### config.mk
export PLATFORM = sky130hd
export DESIGN_NAME = emv_tlv_stream_parser
export DESIGN_NICKNAME = d
export VERILOG_FILES = /design/src/design/emvtlv_pkg.sv /design/src/design/emvtlv_step.sv /design/src/design/emv_tlv_stream_parser.sv
export SDC_FILE = /design/constraint.sdc
export NUM_CORES = 1
export LEC_CHECK = 0
export BUFFER_PORTS_ARGS = -buffer_cell sky130_fd_sc_hd__buf_2
export CAP_MARGIN = 5
export CORE_ASPECT_RATIO = 1.2
export CORE_MARGIN = 3
export CORE_UTILIZATION = 55
export DETAILED_ROUTE_END_ITERATION = 8
export HOLD_SLACK_MARGIN = 0.08
export PLACE_DENSITY_LB_ADDON = 0.3
export SLEW_MARGIN = 20
export SYNTH_ARGS = -nofsm -noshare
export SYNTH_HDL_FRONTEND = slang
export SYNTH_SLANG_ARGS = --single-unit
export TNS_END_PERCENT = 20
### constraint.sdc
create_clock -name aclk -period 5.6 [get_ports aclk]
set_input_delay 0 -clock aclk [delete_from_list [all_inputs] [get_ports aclk]]
set_output_delay 0 -clock aclk [all_outputs]
set_load 0.03 [all_outputs]
### src/design/emvtlv_pkg.sv
`timescale 1ns / 1ps

package emvtlv_pkg;

    localparam int TAG_W        = 24;
    localparam int LEN_W        = 16;
    localparam int CFG_W        = 8;
    localparam int BYTE_W       = 8;
    localparam int CFG_IDX_W    = 2;
    localparam int OUT_TDATA_W  = 64;
    localparam int OUT_TUSER_W  = 4;

    localparam int TAG_BYTES_MAX = 3;
    localparam int LEN_BYTES_MAX = 2;

    localparam logic [TAG_W-1:0]  TAG_PAN    = 24'h00005A;
    localparam logic [TAG_W-1:0]  TAG_ISSUER = 24'h000042;
    localparam logic [TAG_W-1:0]  TAG_NAME   = 24'h005F20;
    localparam logic [BYTE_W-1:0] PRINT_LO   = 8'h20;
    localparam logic [BYTE_W-1:0] PRINT_HI   = 8'h7E;

    localparam logic [CFG_IDX_W-1:0] CFG_PAN_MIN  = 2'd0;
    localparam logic [CFG_IDX_W-1:0] CFG_PAN_MAX  = 2'd1;
    localparam logic [CFG_IDX_W-1:0] CFG_NAME_MIN = 2'd2;
    localparam logic [CFG_IDX_W-1:0] CFG_NAME_MAX = 2'd3;

    typedef enum logic [2:0] {
        PH_TAG = 3'b001,
        PH_LEN = 3'b010,
        PH_VAL = 3'b100
    } phase_t;

    typedef enum logic [1:0] {
        ROLE_TAG  = 2'd0,
        ROLE_LEN  = 2'd1,
        ROLE_VAL  = 2'd2,
        ROLE_SKIP = 2'd3
    } role_t;

    typedef enum logic [1:0] {
        KIND_GENERIC = 2'd0,
        KIND_PAN     = 2'd1,
        KIND_ISSUER  = 2'd2,
        KIND_NAME    = 2'd3
    } kind_t;

    typedef enum logic [2:0] {
        ST_OK        = 3'd0,
        ST_UNKNOWN   = 3'd1,
        ST_LONG_LEN  = 3'd2,
        ST_NON_DIGIT = 3'd3,
        ST_BAD_LEN   = 3'd4,
        ST_BAD_CHAR  = 3'd5,
        ST_TRUNC     = 3'd6
    } status_t;

    typedef struct packed {
        phase_t           phase;
        logic [TAG_W-1:0] tag;
        logic [1:0]       tag_cnt;
        logic [LEN_W-1:0] len;
        logic [1:0]       len_left;
        logic [LEN_W-1:0] val_cnt;
        kind_t            kind;
        logic             digit_err;
        logic             char_err;
        logic             skip;
    } state_t;

    typedef struct packed {
        logic [CFG_W-1:0] pan_min;
        logic [CFG_W-1:0] pan_max;
        logic [CFG_W-1:0] name_min;
        logic [CFG_W-1:0] name_max;
    } cfg_t;

    typedef struct packed {
        role_t            role;
        logic [TAG_W-1:0] tag;
        logic             known;
        kind_t            kind;
        logic [LEN_W-1:0] vlen;
        logic [LEN_W-1:0] vidx;
        logic             done;
        status_t          status;
        logic             last;
    } result_t;

    localparam state_t STATE_CLEAR = '{PH_TAG, 24'h0, 2'd0, 16'h0, 2'd0, 16'h0,
                                       KIND_GENERIC, 1'b0, 1'b0, 1'b0};

    localparam cfg_t CFG_RESET = '{8'd4, 8'd10, 8'd2, 8'd26};

    function automatic logic tag_in_table(input logic [TAG_W-1:0] t);
        return t inside {
            24'h9F26, 24'h9F42, 24'h9F44, 24'h9F05, 24'h5F25, 24'h5F24, 24'h94,
            24'h4F, 24'h82, 24'h50, 24'h9F12, 24'h5A, 24'h5F34, 24'h87, 24'h9F3B,
            24'h9F43, 24'h61, 24'h9F36, 24'h9F07, 24'h9F08, 24'h5F54, 24'h8C,
            24'h8D, 24'h5F20, 24'h9F0B, 24'h8E, 24'h8F, 24'h9F27, 24'h9F45,
            24'h84, 24'h9D, 24'h73, 24'h9F49, 24'hBF0C, 24'hA5, 24'h6F, 24'h9F4C,
            24'h9F2D, 24'h9F2E, 24'h9F2F, 24'h9F46, 24'h9F47, 24'h9F48, 24'h5F53,
            24'h9F0D, 24'h9F0E, 24'h9F0F, 24'h9F10, 24'h9F11, 24'h5F28, 24'h5F55,
            24'h5F56, 24'h42, 24'h90, 24'h9F32, 24'h92, 24'h5F50, 24'h5F2D,
            24'h9F13, 24'h9F4D, 24'h9F4F, 24'h9F14, 24'h9F17, 24'h9F38, 24'h70,
            24'h80, 24'h77, 24'h5F30, 24'h88, 24'h9F4B, 24'h93, 24'h9F4A,
            24'h9F1F, 24'h9F20, 24'h57, 24'h97, 24'h9F23
        };
    endfunction

    function automatic kind_t kind_of(input logic [TAG_W-1:0] t);
        kind_t k;
        k = KIND_GENERIC;
        if (t == TAG_PAN) begin
            k = KIND_PAN;
        end else if (t == TAG_ISSUER) begin
            k = KIND_ISSUER;
        end else if (t == TAG_NAME) begin
            k = KIND_NAME;
        end
        return k;
    endfunction

    function automatic logic is_bcd(input logic [BYTE_W-1:0] b);
        return (b[3:0] <= 4'd9) && (b[7:4] <= 4'd9);
    endfunction

    function automatic status_t elem_status(input kind_t kind, input logic [LEN_W-1:0] len,
                                            input logic digit_err, input logic char_err,
                                            input cfg_t cfg);
        status_t st;
        st = ST_OK;
        case (kind)
            KIND_PAN: begin
                if (digit_err) begin
                    st = ST_NON_DIGIT;
                end else if (len < LEN_W'(cfg.pan_min) || len > LEN_W'(cfg.pan_max)) begin
                    st = ST_BAD_LEN;
                end
            end
            KIND_ISSUER: begin
                if (digit_err) begin
                    st = ST_NON_DIGIT;
                end
            end
            KIND_NAME: begin
                if (len < LEN_W'(cfg.name_min) || len > LEN_W'(cfg.name_max)) begin
                    st = ST_BAD_LEN;
                end else if (char_err) begin
                    st = ST_BAD_CHAR;
                end
            end
            default: st = ST_OK;
        endcase
        return st;
    endfunction

endpackage

### src/design/emvtlv_step.sv
`timescale 1ns / 1ps

module emvtlv_step (
    input  emvtlv_pkg::state_t           cur,
    input  emvtlv_pkg::cfg_t             cfg,
    input  logic [emvtlv_pkg::BYTE_W-1:0] data_byte,
    input  logic                         eor,
    output emvtlv_pkg::state_t           nxt,
    output emvtlv_pkg::result_t          res
);
    import emvtlv_pkg::*;

    logic             pending;
    logic             finished;
    logic             more;
    logic             skip_keep;
    logic [TAG_W-1:0] tag_new;
    logic [1:0]       cnt_new;
    logic [6:0]       n_bytes;
    logic [LEN_W:0]   cnt_ext;

    always_comb begin
        nxt       = cur;
        res       = '0;
        res.last  = eor;
        pending   = 1'b0;
        finished  = 1'b0;
        more      = 1'b0;
        skip_keep = 1'b0;
        tag_new   = {cur.tag[TAG_W-9:0], data_byte};
        cnt_new   = cur.tag_cnt + 2'd1;
        n_bytes   = data_byte[6:0];
        cnt_ext   = {1'b0, cur.val_cnt} + (LEN_W+1)'(1);

        if (cur.skip) begin
            res.role = ROLE_SKIP;
        end else begin
            case (cur.phase)
                PH_TAG: begin
                    res.role    = ROLE_TAG;
                    nxt.tag     = tag_new;
                    nxt.tag_cnt = cnt_new;
                    res.tag     = tag_new;
                    more = (cur.tag_cnt == 2'd0) ? (&data_byte[4:0]) : data_byte[7];
                    if (more) begin
                        if (cnt_new >= 2'(TAG_BYTES_MAX)) begin
                            res.status = ST_UNKNOWN;
                            nxt.skip   = 1'b1;
                        end else begin
                            pending = 1'b1;
                        end
                    end else if (tag_in_table(tag_new)) begin
                        res.known = 1'b1;
                        nxt.kind  = kind_of(tag_new);
                        res.kind  = kind_of(tag_new);
                        nxt.phase = PH_LEN;
                        pending   = 1'b1;
                    end else begin
                        res.status = ST_UNKNOWN;
                        nxt.skip   = 1'b1;
                    end
                end
                PH_LEN: begin
                    res.role  = ROLE_LEN;
                    res.tag   = cur.tag;
                    res.known = 1'b1;
                    res.kind  = cur.kind;
                    if (cur.len_left == 2'd0) begin
                        if (!data_byte[7]) begin
                            nxt.len  = LEN_W'(n_bytes);
                            finished = 1'b1;
                        end else if (n_bytes > 7'(LEN_BYTES_MAX)) begin
                            res.status = ST_LONG_LEN;
                            nxt.skip   = 1'b1;
                        end else if (n_bytes == 7'd0) begin
                            nxt.len  = '0;
                            finished = 1'b1;
                        end else begin
                            nxt.len_left = n_bytes[1:0];
                            nxt.len      = '0;
                            pending      = 1'b1;
                        end
                    end else begin
                        nxt.len      = {cur.len[LEN_W-9:0], data_byte};
                        nxt.len_left = cur.len_left - 2'd1;
                        if (cur.len_left == 2'd1) begin
                            finished = 1'b1;
                        end else begin
                            pending = 1'b1;
                        end
                    end
                    res.vlen = nxt.len;
                    if (finished) begin
                        if (nxt.len == '0) begin
                            res.done   = 1'b1;
                            res.status = elem_status(cur.kind, '0, cur.digit_err,
                                                     cur.char_err, cfg);
                        end else begin
                            nxt.phase   = PH_VAL;
                            nxt.val_cnt = '0;
                            pending     = 1'b1;
                        end
                    end
                end
                PH_VAL: begin
                    res.role  = ROLE_VAL;
                    res.tag   = cur.tag;
                    res.known = 1'b1;
                    res.kind  = cur.kind;
                    res.vlen  = cur.len;
                    res.vidx  = cur.val_cnt;
                    if (cur.kind == KIND_PAN && !is_bcd(data_byte)) begin
                        nxt.digit_err = 1'b1;
                    end
                    if (cur.kind == KIND_ISSUER && cur.val_cnt < LEN_W'(2)
                        && !is_bcd(data_byte)) begin
                        nxt.digit_err = 1'b1;
                    end
                    if (cur.kind == KIND_NAME
                        && (data_byte < PRINT_LO || data_byte > PRINT_HI)) begin
                        nxt.char_err = 1'b1;
                    end
                    nxt.val_cnt = cnt_ext[LEN_W-1:0];
                    if (cnt_ext >= {1'b0, cur.len}) begin
                        res.done   = 1'b1;
                        res.status = elem_status(cur.kind, cur.len, nxt.digit_err,
                                                 nxt.char_err, cfg);
                    end else begin
                        pending = 1'b1;
                    end
                end
                default: nxt = cur;
            endcase
        end

        if (eor && pending && res.status == ST_OK) begin
            res.status = ST_TRUNC;
        end

        if (res.done || eor) begin
            skip_keep = nxt.skip;
            nxt       = STATE_CLEAR;
            nxt.skip  = eor ? 1'b0 : skip_keep;
        end
    end

endmodule

### src/design/emv_tlv_stream_parser.sv
`timescale 1ns / 1ps
// Each result passes through the input register, then the result register;
// both hold their contents while the output is stalled.
// Throughput: one byte per cycle; the result register frees the input side
// whenever it is empty or being taken in the same cycle.
// Reset (aresetn low, synchronous): parse state cleared, skipping off,
// limit registers back to their defaults, both channels empty.

module emv_tlv_stream_parser (
    input  logic                                  aclk,
    input  logic                                  aresetn,
    input  logic                                  s_tvalid,
    output logic                                  s_tready,
    input  logic [emvtlv_pkg::BYTE_W-1:0]         s_tdata,  // data_byte
    input  logic                                  s_tlast,  // end_of_record
    output logic                                  m_tvalid,
    input  logic                                  m_tready,
    // tag_so_far, tag_known, value_length, value_index, element_done, status, zero fill
    output logic [emvtlv_pkg::OUT_TDATA_W-1:0]    m_tdata,
    output logic [emvtlv_pkg::OUT_TUSER_W-1:0]    m_tuser,  // byte_role, element_kind
    output logic                                  m_tlast,  // record_done
    input  logic                                  cfg_we,
    input  logic [emvtlv_pkg::CFG_IDX_W-1:0]      cfg_index,
    input  logic [emvtlv_pkg::CFG_W-1:0]          cfg_wdata
);
    import emvtlv_pkg::*;

    logic              in_valid_reg;
    logic [BYTE_W-1:0] in_data_reg;
    logic              in_last_reg;
    state_t            state_reg;
    state_t            state_next;
    cfg_t              cfg_reg;
    logic              out_valid_reg;
    result_t           out_reg;
    result_t           out_next;
    logic              advance;
    logic              fire;

    assign advance  = !out_valid_reg || m_tready;
    assign fire     = in_valid_reg && advance;
    assign s_tready = !in_valid_reg || advance;

    emvtlv_step u_step (
        .cur       (state_reg),
        .cfg       (cfg_reg),
        .data_byte (in_data_reg),
        .eor       (in_last_reg),
        .nxt       (state_next),
        .res       (out_next)
    );

    always_ff @(posedge aclk) begin
        if (!aresetn) begin
            in_valid_reg <= 1'b0;
        end else if (s_tvalid && s_tready) begin
            in_valid_reg <= 1'b1;
        end else if (fire) begin
            in_valid_reg <= 1'b0;
        end
    end

    always_ff @(posedge aclk) begin
        if (s_tvalid && s_tready) begin
            in_data_reg <= s_tdata;
            in_last_reg <= s_tlast;
        end
    end

    always_ff @(posedge aclk) begin
        if (!aresetn) begin
            state_reg <= STATE_CLEAR;
        end else if (fire) begin
            state_reg <= state_next;
        end
    end

    always_ff @(posedge aclk) begin
        if (!aresetn) begin
            cfg_reg <= CFG_RESET;
        end else if (cfg_we) begin
            case (cfg_index)
                CFG_PAN_MIN:  cfg_reg.pan_min  <= cfg_wdata;
                CFG_PAN_MAX:  cfg_reg.pan_max  <= cfg_wdata;
                CFG_NAME_MIN: cfg_reg.name_min <= cfg_wdata;
                CFG_NAME_MAX: cfg_reg.name_max <= cfg_wdata;
                default:      cfg_reg <= cfg_reg;
            endcase
        end
    end

    always_ff @(posedge aclk) begin
        if (!aresetn) begin
            out_valid_reg <= 1'b0;
        end else if (advance) begin
            out_valid_reg <= in_valid_reg;
        end
    end

    always_ff @(posedge aclk) begin
        if (fire) begin
            out_reg <= out_next;
        end
    end

    assign m_tvalid = out_valid_reg;
    assign m_tdata  = {3'b000, out_reg.status, out_reg.done, out_reg.vidx, out_reg.vlen,
                       out_reg.known, out_reg.tag};
    assign m_tuser  = {out_reg.kind, out_reg.role};
    assign m_tlast  = out_reg.last;

    a_eor_clears: assert property (@(posedge aclk) disable iff (!aresetn)
        fire && in_last_reg |=> state_reg.phase == PH_TAG && !state_reg.skip
                                && state_reg.tag_cnt == 2'd0)
        else $error("parse state not cleared after end of record");

    a_done_role: assert property (@(posedge aclk) disable iff (!aresetn)
        m_tvalid && out_reg.done |-> out_reg.role == ROLE_LEN || out_reg.role == ROLE_VAL)
        else $error("element end on a tag or skipped byte");

    a_skip_quiet: assert property (@(posedge aclk) disable iff (!aresetn)
        m_tvalid && out_reg.role == ROLE_SKIP |-> out_reg.status == ST_OK && !out_reg.done
                                               && !out_reg.known)
        else $error("skipped byte carries element fields");

    a_in_hold: assert property (@(posedge aclk) disable iff (!aresetn)
        in_valid_reg && !advance |=> in_valid_reg && $stable(in_data_reg))
        else $error("input register lost a byte under backpressure");

endmodule
Word-level counts from Yosys, hierarchy flattened
Cells that the tools add are included.

Add/sub/neg operators: 3. $mul: 0. Divide/modulo/power cells: 0. Order comparisons: 14. Equality and inequality tests: 96. Shift-type cells: 0. Mux-type cells: 92. Bitwise gates (word level): 1. Reductions and logical operators: 45.

Operators with widths (count): $eq A24 B16 Y1 const B (39); $eq A24 B8 Y1 const B (16); $eq A24 B15 Y1 const B (12); $eq A24 B7 Y1 const B (10); $mux W68 (2); $mux W18 (5); $pmux W29 S3 (1); $reduce_bool A77 Y1 (1); $pmux W16 S2 (2); $mux W3 (17); $mux W16 (3); $mux W1 (38); $gt A16 B8 Y1 (2); $lt A16 B8 Y1 (2); $pmux W3 S3 (3); $mux W26 (1); $mux W2 (12); $add A16 B1 Y17 const B (1); $ge A17 B16 Y1 (1); $logic_not A16 Y1 (1); $lt A1 B8 Y1 const A (2); $lt A16 B2 Y1 const B (1); $mux W4 (4); $ne A3 B3 Y1 const B (5); other kinds (33) (70).

Register bits: 177. Latch bits: 0. Bits in writable memories: 0. Bits in read-only memories: 0. Bits of input ports: 24. Output and inout bits: 71. Logic and storage cells: 278. Memories: 0.

Logic depth before layout (Yosys ltp)
Depth after elaboration: 16. Gate-level depth with buffers: 20. Mapped depth without buffers: 17.

Modules after synthesis
A second synthesis with hierarchy kept.

Cells, all modules: 1279. Area total of the unflattened synthesis: 10903.0 µm².

By module, submodules not included: emv_tlv_stream_parser (instances 1, cells an instance 501, area each 6216.0 µm², sequential area each 4294.1 µm²); emvtlv_step (instances 1, cells an instance 778, area each 4687.0 µm², sequential area each 0.0 µm²).

Least setup slack after synthesis
OpenSTA, ideal clock, no wires.

Kind: register to register. Start point: reg state_reg[7] (netlist name). End point: reg state_reg[23] (netlist name). Setup time: 0.061 ns. Arrival time: 3.897 ns. Data required time: 5.539 ns. Slack: 1.642 ns. Stages on the path, launching flop included: 19. Path buffers: 2. Clock period less this slack: 3.958 ns. Cell sequence: dfxtp_1 clkbuf_1 nand3_1 nor2_1 and3_1 clkbuf_1 nand2_1 nor2_1 nand3_1 xnor2_1 ha_1 a2111oi_0 o21ai_0 o21ai_0 a31oi_1 o21ai_1 nand4_2 nor3_1 a22o_1.

Longest elaborated chain between the ends: 8. Elaborated cells between the ends (all ways): 10. Those cells by class: 1 x add/sub; 1 x order compare; 1 x eq/ne; 4 x mux; 3 x reduce/logical.

Ends and longest elaborated chain: start: declaration (RTL line emv_tlv_stream_parser.sv:31) `state_t state_reg;`; start signal: assignment (RTL line emv_tlv_stream_parser.sv:74) `state_reg <= state_next;`; $add A16 B1 Y17 * (RTL line emvtlv_step.sv:33) `cnt_ext = {1'b0, cur.val_cnt} + (LEN_W+1)'(1);`; $ge A17 B16 Y1 * (RTL line emvtlv_step.sv:124) `if (cnt_ext >= {1'b0, cur.len}) begin`; $mux W4 * (RTL line emvtlv_step.sv:124); $pmux W1 S2 * (RTL line emvtlv_step.sv:38) `case (cur.phase)`; $mux W4 * (RTL line emvtlv_step.sv:35) `if (cur.skip) begin`; $logic_or A1 B1 Y1 * (RTL line emvtlv_step.sv:140) `if (res.done || eor) begin`; $ne A2 B1 Y1 (no source line) or $reduce_bool A2 Y1 (tied branches); $reduce_and A3 Y1 (no source line).

Mark *: on every way between the ends. The rest lies on a longest branch, timed or not. A chain may end at the register's enable or synchronous reset.

Worst setup path in the final report
Start point: reg state_reg[7] (netlist name). End point: reg state_reg[10] (netlist name).

Longest elaborated chain between the ends: 8. Elaborated cells between the ends (all ways): 14. Those cells by class: 1 x add/sub; 1 x order compare; 3 x eq/ne; 6 x mux; 3 x reduce/logical.

Ends and longest elaborated chain (RTL line): $add A16 B1 Y17 * (emvtlv_step.sv:33); $ge A17 B16 Y1 (emvtlv_step.sv:124); $mux W4 (emvtlv_step.sv:124); $pmux W1 S2 (emvtlv_step.sv:38); $mux W4 (emvtlv_step.sv:35); $logic_or A1 B1 Y1 (emvtlv_step.sv:140); $ne A3 B1 Y1 (no source line), or another cell as far along; $reduce_and A5 Y1 (no source line).

Mark *: on every way between the ends. The rest lies on a longest branch, timed or not. The select of a mux whose other input is x is not followed.

==> qor.csv <==
metric,value,unit
drt total wl,24000,microns
Initial Util,0.570,
clock sink count,177,
nets,1154,
WS Path Type,reg -> reg,
"delay-heaviest family, CP",simple AND/OR/NAND/NOR gates,
CP max stage delay,440,ps
full die area,0.0187,sq mm
Final Slew Violations,0,
distinct cell type count after synthesis,75,
post-synthesis average cell area,9.45,sq um
"commonest non-fill, non-tap cells in the layout","dfxtp_1, buf_2, nand2_1",
Area Growth Syn to Fin,15.2,%
Buf/Inv on CP,2,
Critical Path RT,5930,ps
hold depth,5,
H-Tree Depth,4,
CTS tree,built,
Antenna Cells,0,
global route overflow,0,
Pwr per Cell Area,270,mW/mm^2
max-cap check violation count,0,
R2R Setup Slk,1000,ps
row count,51,
largest net degree at the start of global routing,49,
status,completed,
slew margin rel.,0.271,
count of TritonRoute iterations in the first routing pass,5,
clock root buffer,clkbuf_16,
initial antenna violation count,0,
quantity of hold-fixing buffers added after cts,29,
R2R cell count,18,
Via Count,8140,
IO Pins,95,
sequential area share after synthesis,0.458,
RR Startpoint,state_reg[7],
Hold EP,cfg_reg[11],
Hold Crit Class,in -> reg,
CP max FO,11,
Yosys warnings,0,
Core Box Area,0.0165,sq mm
Antenna Violating Nets Remaining,0,
worst-margin pin slew,1090,ps
chip width,125,microns
Worst-Skew Late Latency,440,ps
#FFs+latches synth,177,
Residual DRC,0,
fill count,1364,
Via density,6.23,
Finished Cell Area,0.0108,sq mm
slowest CP cell,dfxtp_1,
clk_skew,9.56,ps
Hold Fails Final Rpt,0,
clk buf depth,2,
DP Area,0.00991,sq mm
Fmax achieved,0.217,GHz
share of cells above drive strength 1,0.137,
Synth Instances,993,
die height,149,microns
WP depth,18,
vias in the first global route,7625,
WL per Instance,18.3,microns
CP Cell Sequence,nand3_1 > nor2_1 > and3_1 > nand2_1 > nor2_1 > nand3_1 > xnor2_1 > ha_1 > a2111oi_0 > o21ai_0 > o21ai_0 > a31oi_1 > o21ai_1 > buf_4 > nand4_1 > inv_1 > nand2_1 > o41ai_1,
RSZ-0062 raised after global routing,false,
number of synthesized flops with an enable pin,75,
hold path startpoint,cfg_we,
port buffer count,91,
post-route clock period utilization,0.822,
max reg flops,68,
RePlAce Congestion,0.967,
"commonest non-fill, non-tap cell in the layout",dfxtp_1,
CTS resizes,0,
Critical Path Start Type,flop,
Static Leak,4.29,nW
Detailed Place HPWL,16500,microns
initial drt markers,942,
global-route wire length before repair,39400,microns
Async SR Flop Fraction,0,
ys flop type,dfxtp_1,
Multi-input gate area,0.00456,sq mm
final setup violation count,0,
GRT Total Usage,0.259,
CP Capture Type,flop,
critical path arrival,4940,ps
R2R Path End,state_reg[10],
FF+latch area,0.00429,sq mm
Setup Buffers After CTS,0,
maximum vdd drop,0.000228,V
"CTS clk-pin slew, worst paths",80,ps
TritonCTS buffer count,17,
setup TNS,0,ps
Synth Cell Area,0.00938,sq mm
Tmin final,4600,ps
synthesized netlist by cell type, types with 4 or more instances:
library cell / instances / area, sq um
edfxtp_1: 75 / 2250
nand2_1: 82 / 308
nor4_1: 18 / 113
o211ai_1: 8 / 60.1
dfxtp_1: 102 / 2040
and2_1: 5 / 31.3
a211oi_1: 7 / 52.6
nand2b_1: 9 / 56.3
nand3_1: 28 / 140
o22ai_1: 10 / 62.6
mux2i_1: 8 / 80.1
xnor2_1: 11 / 96.3
a21oi_1: 45 / 225
o31ai_1: 7 / 52.6
and3_1: 26 / 163
ha_1: 49 / 613
nand4_1: 18 / 113
a21o_1: 8 / 60.1
nor3b_1: 7 / 52.6
a32o_1: 8 / 80.1
xor2_1: 6 / 52.6
a31oi_1: 9 / 56.3
o41ai_1: 5 / 43.8
nor2b_1: 24 / 150
nand3b_1: 4 / 30.0
buf_1: 5 / 18.8
o21ai_0: 46 / 230
buf_2: 8 / 40.0
inv_1: 66 / 248
a21boi_0: 13 / 97.6
nor2_1: 65 / 244
nor3_1: 24 / 120
a22o_1: 74 / 648
clkbuf_1: 44 / 165
through the flow:
stage | hold WS, ps | std cells | utilization | setup slack [ps] | power [W]
after CTS | 94.2 | 1306 | 0.656 | 1100 | 0.00292
final | 101 | 1306 | 0.656 | 996 | 0.00291
after global routing | 175 | 1306 | 0.656 | 417 | 0.00302
after global placement | 178 | 1245 | 0.602 | 1280 | 0.00172
after floorplan | 98.9 | 995 | - | 1640 | 0.00164
after detailed placement | 178 | 1245 | 0.602 | 1160 | 0.00172
worst register-to-register path, delay by kind of cell (launching register included):
family | cells | cell delay (ps)
AND/OR/NAND/NOR | 8 | 1910
AO/OA/AOI/OAI | 6 | 1130
buffers and inverters | 2 | 630
flip-flops | 1 | 440
adder cells (fa/ha/maj) | 1 | 200
XOR/XNOR | 1 | 190
power breakdown:
group	leakage [nW]	switching (W)	internal, W
Sequential	1.53	0.0000410	0.00139
Combinational	2.46	0.000188	0.0000997
Clock	0.297	0.000591	0.000608
layout make-up:
type                    instances  share of cell area
clock buffers                  17              0.0394
clock inverters                15              0.0172
inverters                      67              0.0233
multi-input cells             688               0.422
flip-flops and latches        177               0.397
well taps                     212              0.0245
repair buffers                130              0.0759
metal layers:
metal  vias to the layer above  share of wire  global-route usage
li1                       3871              -                   -
met4                         0          0.029              0.0987
met2                       390           0.46               0.420
met5                         -              0                   0
met3                        63          0.068              0.0405
met1                      3816           0.44               0.351
kinds of logic (layout without fill, tap and decap cells):
logic type,after synthesis,after routing,synth area share
xor+xnor,17,17,0.0159
other cells,1,3,0.000400
fa+ha+maj,49,49,0.0653
buf+inv,130,229,0.0567
flops,177,177,0.458
mux,9,9,0.00973
compound gates,276,276,0.211
simple gates,334,334,0.184
worst max-delay path by stage:
stage | slack (ps) | end | start
after floorplan | 1640 | state_reg[23] | state_reg[7]
after global placement | 1280 | state_reg[16] | state_reg[5]
after detailed placement | 1160 | state_reg[16] | state_reg[7]
after CTS | 1100 | state_reg[16] | state_reg[7]
after global routing | 420 | state_reg[16] | state_reg[7]
final | 1000 | state_reg[10] | state_reg[7]
Power figures use the tool's default switching activity.
